**src/sv/gnssrx_pkg.sv**
```systemverilog
// Shared types, codes and character helpers for the GNSS receive byte front end.
`timescale 1ns / 1ps

package gnssrx_pkg;

   // UBX framing constants.
   localparam logic [7:0] UBX_SYNC_A  = 8'hB5;
   localparam logic [7:0] UBX_SYNC_B  = 8'h62;
   localparam logic [7:0] UBX_NAV     = 8'h01;
   localparam logic [7:0] UBX_LEAP_ID = 8'h26;
   localparam logic [15:0] UBX_LEAP_MIN_LEN = 16'd24;
   localparam logic [15:0] UBX_LEAP_BYTE    = 16'd9;
   localparam logic [15:0] UBX_VALID_BYTE   = 16'd23;

   // UBX deframer phases.
   localparam logic [3:0] PH_SYNC_A  = 4'd0;
   localparam logic [3:0] PH_SYNC_B  = 4'd1;
   localparam logic [3:0] PH_CLASS   = 4'd2;
   localparam logic [3:0] PH_ID      = 4'd3;
   localparam logic [3:0] PH_LEN_LO  = 4'd4;
   localparam logic [3:0] PH_LEN_HI  = 4'd5;
   localparam logic [3:0] PH_PAYLOAD = 4'd6;
   localparam logic [3:0] PH_CK_A    = 4'd7;
   localparam logic [3:0] PH_CK_B    = 4'd8;

   // NMEA characters.
   localparam logic [7:0] CH_DOLLAR = 8'h24;
   localparam logic [7:0] CH_STAR   = 8'h2A;
   localparam logic [7:0] CH_CR     = 8'h0D;
   localparam logic [7:0] CH_LF     = 8'h0A;

   localparam int unsigned SHORT_LIMIT = 10;

   // Sentence status codes.
   localparam logic [1:0] ST_ACCEPTED = 2'd0;
   localparam logic [1:0] ST_CHECKSUM = 2'd1;
   localparam logic [1:0] ST_OVERFLOW = 2'd2;
   localparam logic [1:0] ST_SHORT    = 2'd3;

   // Sentence kind codes.
   localparam logic [2:0] KIND_OTHER = 3'd0;
   localparam logic [2:0] KIND_RMC   = 3'd1;
   localparam logic [2:0] KIND_GGA   = 3'd2;
   localparam logic [2:0] KIND_GSA   = 3'd3;
   localparam logic [2:0] KIND_ZDA   = 3'd4;

   typedef struct packed {
      logic        done;
      logic [7:0]  frame_class;
      logic [7:0]  frame_id;
      logic [15:0] frame_length;
      logic signed [7:0] leap_offset;
      logic        leap_valid;
   } ubx_result_type;

   typedef struct packed {
      logic        done;
      logic [1:0]  status;
      logic [2:0]  kind;
      logic [31:0] good_count;
      logic [31:0] bad_count;
   } nmea_result_type;

   // Returns {is_hex, nibble} for one character, either case.
   function automatic logic [4:0] hex_nibble(input logic [7:0] c);
      logic [4:0] r;
      r = 5'd0;
      if (c >= 8'h30 && c <= 8'h39) begin
         r = {1'b1, c[3:0]};
      end else if ((c >= 8'h61 && c <= 8'h66) || (c >= 8'h41 && c <= 8'h46)) begin
         r = {1'b1, c[3:0] + 4'd9};
      end
      return r;
   endfunction

   // Characters one to five of the sentence, first character in the low byte.
   function automatic logic [2:0] classify(input logic [4:0][7:0] t);
      logic [2:0] k;
      k = KIND_OTHER;
      if (t[0] == 8'h47 && (t[1] == 8'h50 || t[1] == 8'h4E)) begin
         if (t[2] == 8'h52 && t[3] == 8'h4D && t[4] == 8'h43) begin
            k = KIND_RMC;
         end else if (t[2] == 8'h47 && t[3] == 8'h47 && t[4] == 8'h41) begin
            k = KIND_GGA;
         end else if (t[2] == 8'h47 && t[3] == 8'h53 && t[4] == 8'h41) begin
            k = KIND_GSA;
         end else if (t[2] == 8'h5A && t[3] == 8'h44 && t[4] == 8'h41) begin
            k = KIND_ZDA;
         end
      end
      return k;
   endfunction

endpackage

```
**src/sv/gnssrx_ubx.sv**
```systemverilog
// UBX deframer: tracks sync, header, payload and checksum bytes and latches leap seconds.
`timescale 1ns / 1ps

module gnssrx_ubx
   import gnssrx_pkg::*;
(
   input  logic           clock,
   input  logic           reset,
   input  logic           step,
   input  logic [7:0]     rx_byte,
   output ubx_result_type result
);

   logic [3:0]  phase_ff, phase_in;
   logic [7:0]  class_ff, class_in;
   logic [7:0]  id_ff, id_in;
   logic [15:0] length_ff, length_in;
   logic [15:0] index_ff, index_in;
   logic [7:0]  cand_leap_ff, cand_leap_in;
   logic        cand_valid_ff, cand_valid_in;
   logic [7:0]  leap_ff, leap_in;
   logic        leap_valid_ff, leap_valid_in;
   logic [15:0] index_next;

   assign index_next = index_ff + 16'd1;

   always_comb begin
      phase_in      = phase_ff;
      class_in      = class_ff;
      id_in         = id_ff;
      length_in     = length_ff;
      index_in      = index_ff;
      cand_leap_in  = cand_leap_ff;
      cand_valid_in = cand_valid_ff;
      leap_in       = leap_ff;
      leap_valid_in = leap_valid_ff;
      result        = '0;
      unique case (phase_ff)
         PH_SYNC_B: begin
            phase_in = (rx_byte == UBX_SYNC_B) ? PH_CLASS : PH_SYNC_A;
         end
         PH_CLASS: begin
            class_in = rx_byte;
            phase_in = PH_ID;
         end
         PH_ID: begin
            id_in    = rx_byte;
            phase_in = PH_LEN_LO;
         end
         PH_LEN_LO: begin
            length_in = {8'd0, rx_byte};
            phase_in  = PH_LEN_HI;
         end
         PH_LEN_HI: begin
            length_in = {rx_byte, length_ff[7:0]};
            index_in  = 16'd0;
            phase_in  = ({rx_byte, length_ff[7:0]} != 16'd0) ? PH_PAYLOAD : PH_CK_A;
         end
         PH_PAYLOAD: begin
            if (index_ff == UBX_LEAP_BYTE) begin
               cand_leap_in = rx_byte;
            end
            // Only bit 0 of the validity byte is ever used.
            if (index_ff == UBX_VALID_BYTE) begin
               cand_valid_in = rx_byte[0];
            end
            index_in = index_next;
            if (index_next >= length_ff) begin
               phase_in = PH_CK_A;
            end
         end
         PH_CK_A: begin
            phase_in = PH_CK_B;
         end
         PH_CK_B: begin
            if (class_ff == UBX_NAV && id_ff == UBX_LEAP_ID &&
                length_ff >= UBX_LEAP_MIN_LEN) begin
               leap_in       = cand_leap_ff;
               leap_valid_in = cand_valid_ff;
            end
            result.done         = 1'b1;
            result.frame_class  = class_ff;
            result.frame_id     = id_ff;
            result.frame_length = length_ff;
            phase_in            = PH_SYNC_A;
         end
         default: begin
            // Idle, and any unused phase, hunts for the first sync byte.
            phase_in = (rx_byte == UBX_SYNC_A) ? PH_SYNC_B : PH_SYNC_A;
         end
      endcase
      result.leap_offset = leap_in;
      result.leap_valid  = leap_valid_in;
   end

   always_ff @(posedge clock) begin
      if (reset) begin
         phase_ff      <= PH_SYNC_A;
         class_ff      <= 8'd0;
         id_ff         <= 8'd0;
         length_ff     <= 16'd0;
         index_ff      <= 16'd0;
         cand_leap_ff  <= 8'd0;
         cand_valid_ff <= 1'b0;
         leap_ff       <= 8'd0;
         leap_valid_ff <= 1'b0;
      end else if (step) begin
         phase_ff      <= phase_in;
         class_ff      <= class_in;
         id_ff         <= id_in;
         length_ff     <= length_in;
         index_ff      <= index_in;
         cand_leap_ff  <= cand_leap_in;
         cand_valid_ff <= cand_valid_in;
         leap_ff       <= leap_in;
         leap_valid_ff <= leap_valid_in;
      end
   end

endmodule

```
**src/sv/gnssrx_nmea.sv**
```systemverilog
// NMEA framer: stores and checks one sentence, classifies it and keeps the counters.
`timescale 1ns / 1ps

module gnssrx_nmea
   import gnssrx_pkg::*;
#(
   parameter int SENTENCE_MAX = 128
)
(
   input  logic            clock,
   input  logic            reset,
   input  logic            step,
   input  logic [7:0]      rx_byte,
   output nmea_result_type result
);

   localparam int LEN_W = $clog2(SENTENCE_MAX);
   localparam logic [LEN_W-1:0] LEN_LIMIT = LEN_W'(SENTENCE_MAX - 1);
   localparam logic [LEN_W-1:0] LEN_SHORT = LEN_W'(SHORT_LIMIT);

   logic             open_ff, open_in;
   logic [LEN_W-1:0] len_ff, len_in;
   logic             ovf_ff, ovf_in;
   logic [7:0]       xor_ff, xor_in;
   logic             star_ff, star_in;
   logic [1:0]       after_ff, after_in;
   logic [7:0]       hex_ff, hex_in;
   logic             hex_open_ff, hex_open_in;
   logic [4:0][7:0]  type_ff, type_in;
   logic [31:0]      good_ff, good_in;
   logic [31:0]      bad_ff, bad_in;
   logic [4:0]       nib;

   assign nib = hex_nibble(rx_byte);

   always_comb begin
      open_in     = open_ff;
      len_in      = len_ff;
      ovf_in      = ovf_ff;
      xor_in      = xor_ff;
      star_in     = star_ff;
      after_in    = after_ff;
      hex_in      = hex_ff;
      hex_open_in = hex_open_ff;
      type_in     = type_ff;
      good_in     = good_ff;
      bad_in      = bad_ff;
      result      = '0;

      // A dollar always restarts, dropping any open sentence silently.
      if (rx_byte == CH_DOLLAR) begin
         open_in     = 1'b1;
         len_in      = '0;
         ovf_in      = 1'b0;
         xor_in      = 8'd0;
         star_in     = 1'b0;
         after_in    = 2'd0;
         hex_in      = 8'd0;
         hex_open_in = 1'b0;
         type_in     = '0;
      end

      if (open_in) begin
         if (len_in < LEN_LIMIT) begin
            for (int i = 0; i < 5; i++) begin
               if (len_in == LEN_W'(i + 1)) begin
                  type_in[i] = rx_byte;
               end
            end
            if (len_in != '0) begin
               if (star_in) begin
                  if (after_in < 2'd2) begin
                     after_in = after_in + 2'd1;
                  end
                  if (hex_open_in) begin
                     if (nib[4]) begin
                        hex_in = {hex_in[3:0], nib[3:0]};
                     end else begin
                        hex_open_in = 1'b0;
                     end
                  end
               end else if (rx_byte == CH_STAR) begin
                  star_in     = 1'b1;
                  hex_open_in = 1'b1;
                  hex_in      = 8'd0;
                  after_in    = 2'd0;
               end else begin
                  xor_in = xor_in ^ rx_byte;
               end
            end
            len_in = len_in + LEN_W'(1);
         end else begin
            ovf_in = 1'b1;
         end

         if (rx_byte == CH_CR || rx_byte == CH_LF) begin
            open_in     = 1'b0;
            result.done = 1'b1;
            if (ovf_in) begin
               result.status = ST_OVERFLOW;
               bad_in        = bad_ff + 32'd1;
            end else if (len_in <= LEN_SHORT) begin
               result.status = ST_SHORT;
            end else if (star_in && after_in == 2'd2 && xor_in == hex_in) begin
               result.status = ST_ACCEPTED;
               result.kind   = classify(type_in);
               good_in       = good_ff + 32'd1;
            end else begin
               result.status = ST_CHECKSUM;
               bad_in        = bad_ff + 32'd1;
            end
         end
      end
      result.good_count = good_in;
      result.bad_count  = bad_in;
   end

   always_ff @(posedge clock) begin
      if (reset) begin
         open_ff     <= 1'b0;
         len_ff      <= '0;
         ovf_ff      <= 1'b0;
         xor_ff      <= 8'd0;
         star_ff     <= 1'b0;
         after_ff    <= 2'd0;
         hex_ff      <= 8'd0;
         hex_open_ff <= 1'b0;
         type_ff     <= '0;
         good_ff     <= 32'd0;
         bad_ff      <= 32'd0;
      end else if (step) begin
         open_ff     <= open_in;
         len_ff      <= len_in;
         ovf_ff      <= ovf_in;
         xor_ff      <= xor_in;
         star_ff     <= star_in;
         after_ff    <= after_in;
         hex_ff      <= hex_in;
         hex_open_ff <= hex_open_in;
         type_ff     <= type_in;
         good_ff     <= good_in;
         bad_ff      <= bad_in;
      end
   end

endmodule

```
**src/sv/gnss_receive_byte_front_end.sv**
```systemverilog
// Top level of the GNSS receive byte front end: input register, deframers, result register.
`timescale 1ns / 1ps

// Each accepted request carries one byte from the GNSS serial link and yields exactly one
// result, in order. The byte lands in an input register; when it moves on, the UBX deframer
// and the NMEA framer update their state from it and the result register captures the
// outcome, so one request can be taken every cycle while rsp_stall stays low. The result
// register and the input register decouple the two sides: a new request is taken while a
// finished result still waits, and req_stall rises only when both registers are full and
// rsp_stall is high. Frame fields are zero unless frame_done is set, status and kind are
// zero unless sentence_done is set, and the leap data and sentence counters show their
// values after the byte. SENTENCE_MAX bounds the stored sentence length (at most
// SENTENCE_MAX-1 characters, the '$' and the ending CR or LF included).
module gnss_receive_byte_front_end
   import gnssrx_pkg::*;
#(
   parameter int SENTENCE_MAX = 128
)
(
   input  logic              clock,
   input  logic              reset,
   input  logic              req_valid,
   output logic              req_stall,
   input  logic [7:0]        req_rx_byte,
   output logic              rsp_valid,
   input  logic              rsp_stall,
   output logic              rsp_sentence_done,
   output logic [1:0]        rsp_sentence_status,
   output logic [2:0]        rsp_sentence_kind,
   output logic              rsp_frame_done,
   output logic [7:0]        rsp_frame_class,
   output logic [7:0]        rsp_frame_id,
   output logic [15:0]       rsp_frame_length,
   output logic signed [7:0] rsp_leap_offset,
   output logic              rsp_leap_offset_valid,
   output logic [31:0]       rsp_good_sentences,
   output logic [31:0]       rsp_bad_sentences
);

   logic            in_valid_ff, in_valid_in;
   logic [7:0]      in_byte_ff;
   logic            out_valid_ff, out_valid_in;
   logic            advance;
   logic            req_take;
   ubx_result_type  ubx_res;
   nmea_result_type nmea_res;
   ubx_result_type  ubx_ff;
   nmea_result_type nmea_ff;

   // The held byte moves on whenever the result register is empty or being emptied.
   assign advance     = in_valid_ff && (!out_valid_ff || !rsp_stall);
   assign req_stall   = in_valid_ff && !advance;
   assign req_take    = req_valid && !req_stall;
   assign in_valid_in = req_take || (in_valid_ff && !advance);
   assign out_valid_in = advance || (out_valid_ff && rsp_stall);

   gnssrx_ubx u_ubx (
      .clock   (clock),
      .reset   (reset),
      .step    (advance),
      .rx_byte (in_byte_ff),
      .result  (ubx_res)
   );

   gnssrx_nmea #(
      .SENTENCE_MAX (SENTENCE_MAX)
   ) u_nmea (
      .clock   (clock),
      .reset   (reset),
      .step    (advance),
      .rx_byte (in_byte_ff),
      .result  (nmea_res)
   );

   always_ff @(posedge clock) begin
      if (reset) begin
         in_valid_ff  <= 1'b0;
         out_valid_ff <= 1'b0;
      end else begin
         in_valid_ff  <= in_valid_in;
         out_valid_ff <= out_valid_in;
      end
   end

   always_ff @(posedge clock) begin
      if (req_take) begin
         in_byte_ff <= req_rx_byte;
      end
      if (advance) begin
         ubx_ff  <= ubx_res;
         nmea_ff <= nmea_res;
      end
   end

   assign rsp_valid             = out_valid_ff;
   assign rsp_sentence_done     = nmea_ff.done;
   assign rsp_sentence_status   = nmea_ff.status;
   assign rsp_sentence_kind     = nmea_ff.kind;
   assign rsp_frame_done        = ubx_ff.done;
   assign rsp_frame_class       = ubx_ff.frame_class;
   assign rsp_frame_id          = ubx_ff.frame_id;
   assign rsp_frame_length      = ubx_ff.frame_length;
   assign rsp_leap_offset       = ubx_ff.leap_offset;
   assign rsp_leap_offset_valid = ubx_ff.leap_valid;
   assign rsp_good_sentences    = nmea_ff.good_count;
   assign rsp_bad_sentences     = nmea_ff.bad_count;

endmodule

```
**config.mk**
```make
export PLATFORM = sky130hd
export DESIGN_NAME = gnss_receive_byte_front_end
export DESIGN_NICKNAME = d
export VERILOG_FILES = /design/src/sv/gnssrx_pkg.sv /design/src/sv/gnssrx_ubx.sv /design/src/sv/gnssrx_nmea.sv /design/src/sv/gnss_receive_byte_front_end.sv
export SDC_FILE = /design/constraint.sdc
export NUM_CORES = 1
export LEC_CHECK = 0
export ABC_AREA = 1
export BUFFER_PORTS_ARGS = -buffer_cell sky130_fd_sc_hd__buf_2
export CORE_AREA = 2 2 179 181
export DETAILED_ROUTE_END_ITERATION = 10
export DIE_AREA = 0 0 181 183
export PLACE_DENSITY = 0.76
export SYNTH_ARGS = -nofsm -noshare
export SYNTH_HDL_FRONTEND = slang
export SYNTH_HIERARCHICAL = 1
export SYNTH_SLANG_ARGS = --single-unit
```
**constraint.sdc**
```tcl
create_clock -name clock -period 9.3 [get_ports clock]
set_input_delay 0.93 -clock clock [delete_from_list [all_inputs] [get_ports clock]]
set_output_delay 0.93 -clock clock [all_outputs]
set_load 0.02 [all_outputs]
```
==> metrics.yaml <==
logic_synthesis:
  syn_nets: 2332
  synth_commonest_cells: "455 x nand2_1, 392 x inv_1, 212 x nor2_1"
  yosysSeqAreaShare: 0.452
  synth-edff-count: 120
  synthCells: 2290
  ys_warn_count: 6
  synth.most_common_cell: "nand2_1"
  synth-seq-cells: 325
  yosys-top-cells-area: "dfxtp_1 24%, edfxtp_1 21%, nand2_1 10%"
  synth_top_cell_by_area: "dfxtp_1"
  synth-async-reset-ratio: 0
  synth.distinct_cells: 53
  syn_avg_cell_area_um2: 7.44
  ys.flop_type: "dfxtp_1"
  yosysTopAreaCellShare: 0.241
  netlist_area_um2: 17000
cts:
  clockBufferDepth: 3
  post_cts_buffers: 0
  cts_tree: "built"
  cts-buffers-inserted: 36
  htreeDepth: 2
  cts_root_buf: "clkbuf_16"
  clk_latency_ps: 530
  path_clk_slew_ps: 60
  ctsResizeCount: 0
  numClockSinks: 325
  postCtsHoldBufs: 0
grt:
  grt_max_degree: 188
  grt_pass1_wl_um: 68300
  grt_use_total: 0.247
  overflow: 0
  antenna_found_initial: 0
  grt_pass1_vias: 14100
power_and_ir_drop:
  internal_power_mw: 2.48
  leakagePower_nw: 8.74
  ir_drop_v: 0.0000952
  p_sw_frac: 0.243
  power_frac_seq: 0.480
  netSwitchingPower_mw: 0.798
  power_density_nw_per_um2: 172
  clock_power_share: 0.443
  combPwrFrac: 0.078
finish:
  nFillCells: 2772
  area_growth_syn_to_layout_pct: 11.8
  diodes: 0
  drive_above_1_share: 0.110
  final_cell_area_um2: 19000
  nets: 2411
critical_path:
  r2r-start: "in_byte_ff[0]"
  cpMostUsedCell: "nand2_1"
  arrival_ps: 5980
  slowest_delay_ps: 710
  crit_start: "in_byte_ff[0]"
  critical_path_class: "register to register"
  cp-start-kind: "register"
  slowest_stage: "nand2_2"
  path_cells: "clkinv_1 -> ha_1 -> nand3_2 -> nor2_2 -> buf_4 -> nor2_1 -> inv_1 -> ha_1 -> nand3_4 -> nand2_4 -> inv_2 -> nand3_1 -> nand2_1 -> nand2_1 -> nand2_1 -> inv_1 -> nand3_2 -> o21bai_1 -> nand2_2 -> nand2_1 -> nand2_1 -> nand2_1 -> o21ai_0 -> inv_1"
  cp_max_fo: 55
  crit_path_end_kind: "register"
  worstPathRequired_ps: 9700
sta:
  fmax_mhz: 179
  clock_skew_ps: 25.8
  setup_viol: 0
  rsz0062_at_grt: "false"
  finalSetupTns_ps: 0
  hold_viol: 0
  relSlewSlack: 0.252
  fin_crit_ps: 5570
  slew_viol_final: 0
  post-route-period-util: 0.599
  setup_ws_ps: 3730
  worst_slew_pin_slew_ps: 1120
detailed_routing:
  dr_wl_met3_um: 2470
  met1Wirelength_um: 18800
  dr.pass1.iters: 6
  via_per_inst: 5.42
  drc: 0
  wl_per_cell_um: 14.9
  drt-total-wl_um: 41600
  drt-initial-drc-count: 1320
  ant_nets: 0
  wl_met2_um: 19600
  top_layer: "met4"
  num_vias: 15200
floorplanning:
  die_h_um: 183
  die_area_um2: 33100
  start_util: 0.545
  io_pins: 126
  num_rows: 65
  die_w_um: 181
  core-area_um2: 31200
job:
  drv_cap: 0
outcome:
  outcome: "finished, final reports clean"
placement:
  gp_congestion: 0.921
  post-place-ws_ps: 3870
  dp_hpwl_um: 27800
  placed_area_um2: 17800
  portBuffers: 125
worst_hold_path:
  hp-start: "u_ubx/length_ff[11]"
  hold_path.class: "register to register"
path summary, 6_finish.rpt:
check | slack [ps] | cells past startpoint | endpoint
setup / recovery | 3730 | 24 | u_nmea/bad_ff[20]
hold reg to reg | 470 | 2 | u_ubx/length_ff[11]
hold / removal | 470 | 2 | u_ubx/length_ff[11]
setup reg to reg | 3730 | 24 | u_nmea/bad_ff[20]
worst max-delay path: cells and delay by family (launching register included):
kind	cells	cell delay, ps
AOI/OAI and AO/OA	2	280
adders and majority gates	2	600
DFF	1	670
buffers and inverters	6	1100
and+or+nand+nor	14	2770
routing by layer:
metal / vias to the layer above / track usage
met5: - / 0
met4: 0 / 0.0654
met2: 510 / 0.416
li1: 7616 / -
met1: 6990 / 0.337
met3: 58 / 0.0342
sequential cells by signal (all words and copies together) (netlist names), 16 cells and up:
register and cells:
u_nmea/type_ff 40, rsp_bad_sentences 32, rsp_good_sentences 32, u_nmea/bad_ff 32, u_nmea/good_ff 32, rsp_frame_length 16
u_ubx/index_ff 16, u_ubx/length_ff 16
power by group through the flow:
stage | registers (mW) | logic [mW] | clock network (mW)
final | 1.57 | 0.255 | 1.45
after global routing | 1.58 | 0.283 | 1.53
after CTS | 1.57 | 0.253 | 1.48
after detailed placement | 1.60 | 0.252 | 0
after global placement | 1.60 | 0.245 | 0
after floorplan | 1.62 | 0.159 | 0
cell type report:
| class | count | area (um^2) | area share |
|---|---|---|---|
| clock inverters | 16 | 190 | 0.00999 |
| inverters | 407 | 1530 | 0.0804 |
| clock buffers | 50 | 1010 | 0.0533 |
| repair buffers | 131 | 686 | 0.0360 |
| multi-input cells | 1468 | 7410 | 0.389 |
| flip-flops and latches | 325 | 7710 | 0.405 |
| well taps | 402 | 503 | 0.0264 |
stage by stage:
stage               hold slack (ps)  instances   util  power (mW)
global route                    481       2799  0.610        3.39
global placement                452       2733  0.571        1.84
floorplan                       443       2290      -        1.78
detailed placement              458       2733  0.571        1.85
finish                          469       2799  0.610        3.28
CTS                             468       2799  0.610        3.30
placed cells by master (no fill, tap or decap), types with 3 or more instances in the layout:
cell type,instances
nand3_4,3
nand2_1,455
a21oi_1,148
nor2_2,8
nor4_1,13
clkinv_2,4
a21oi_2,12
buf_2,124
clkinv_1,6
and2_1,3
edfxtp_1,120
a211oi_1,6
clkbuf_1,9
nand2_4,4
o21a_1,4
inv_1,391
o21ai_0,144
a31oi_1,14
xnor2_1,3
nand3_1,177
inv_2,13
nand4_1,69
nor3_1,34
xor2_1,27
o211ai_1,22
clkbuf_16,37
o21ai_1,28
buf_4,6
clkbuf_8,4
nor2_1,210
nor3_4,3
nand3b_1,4
nand3_2,9
or2_2,3
nor2_4,7
nand2_2,10
ha_1,30
bufinv_16,4
dfxtp_1,205
cells by family after synthesis:
kind of cell / Yosys count / synth area share
and+or+nand+nor: 1021 / 0.272
buffers and inverters: 497 / 0.114
AOI/OAI and AO/OA: 387 / 0.124
DFF: 325 / 0.452
xor gates and xnor gates: 30 / 0.0154
adders and majority gates: 30 / 0.0220
Note: power is estimated with default switching activity, not from simulation.
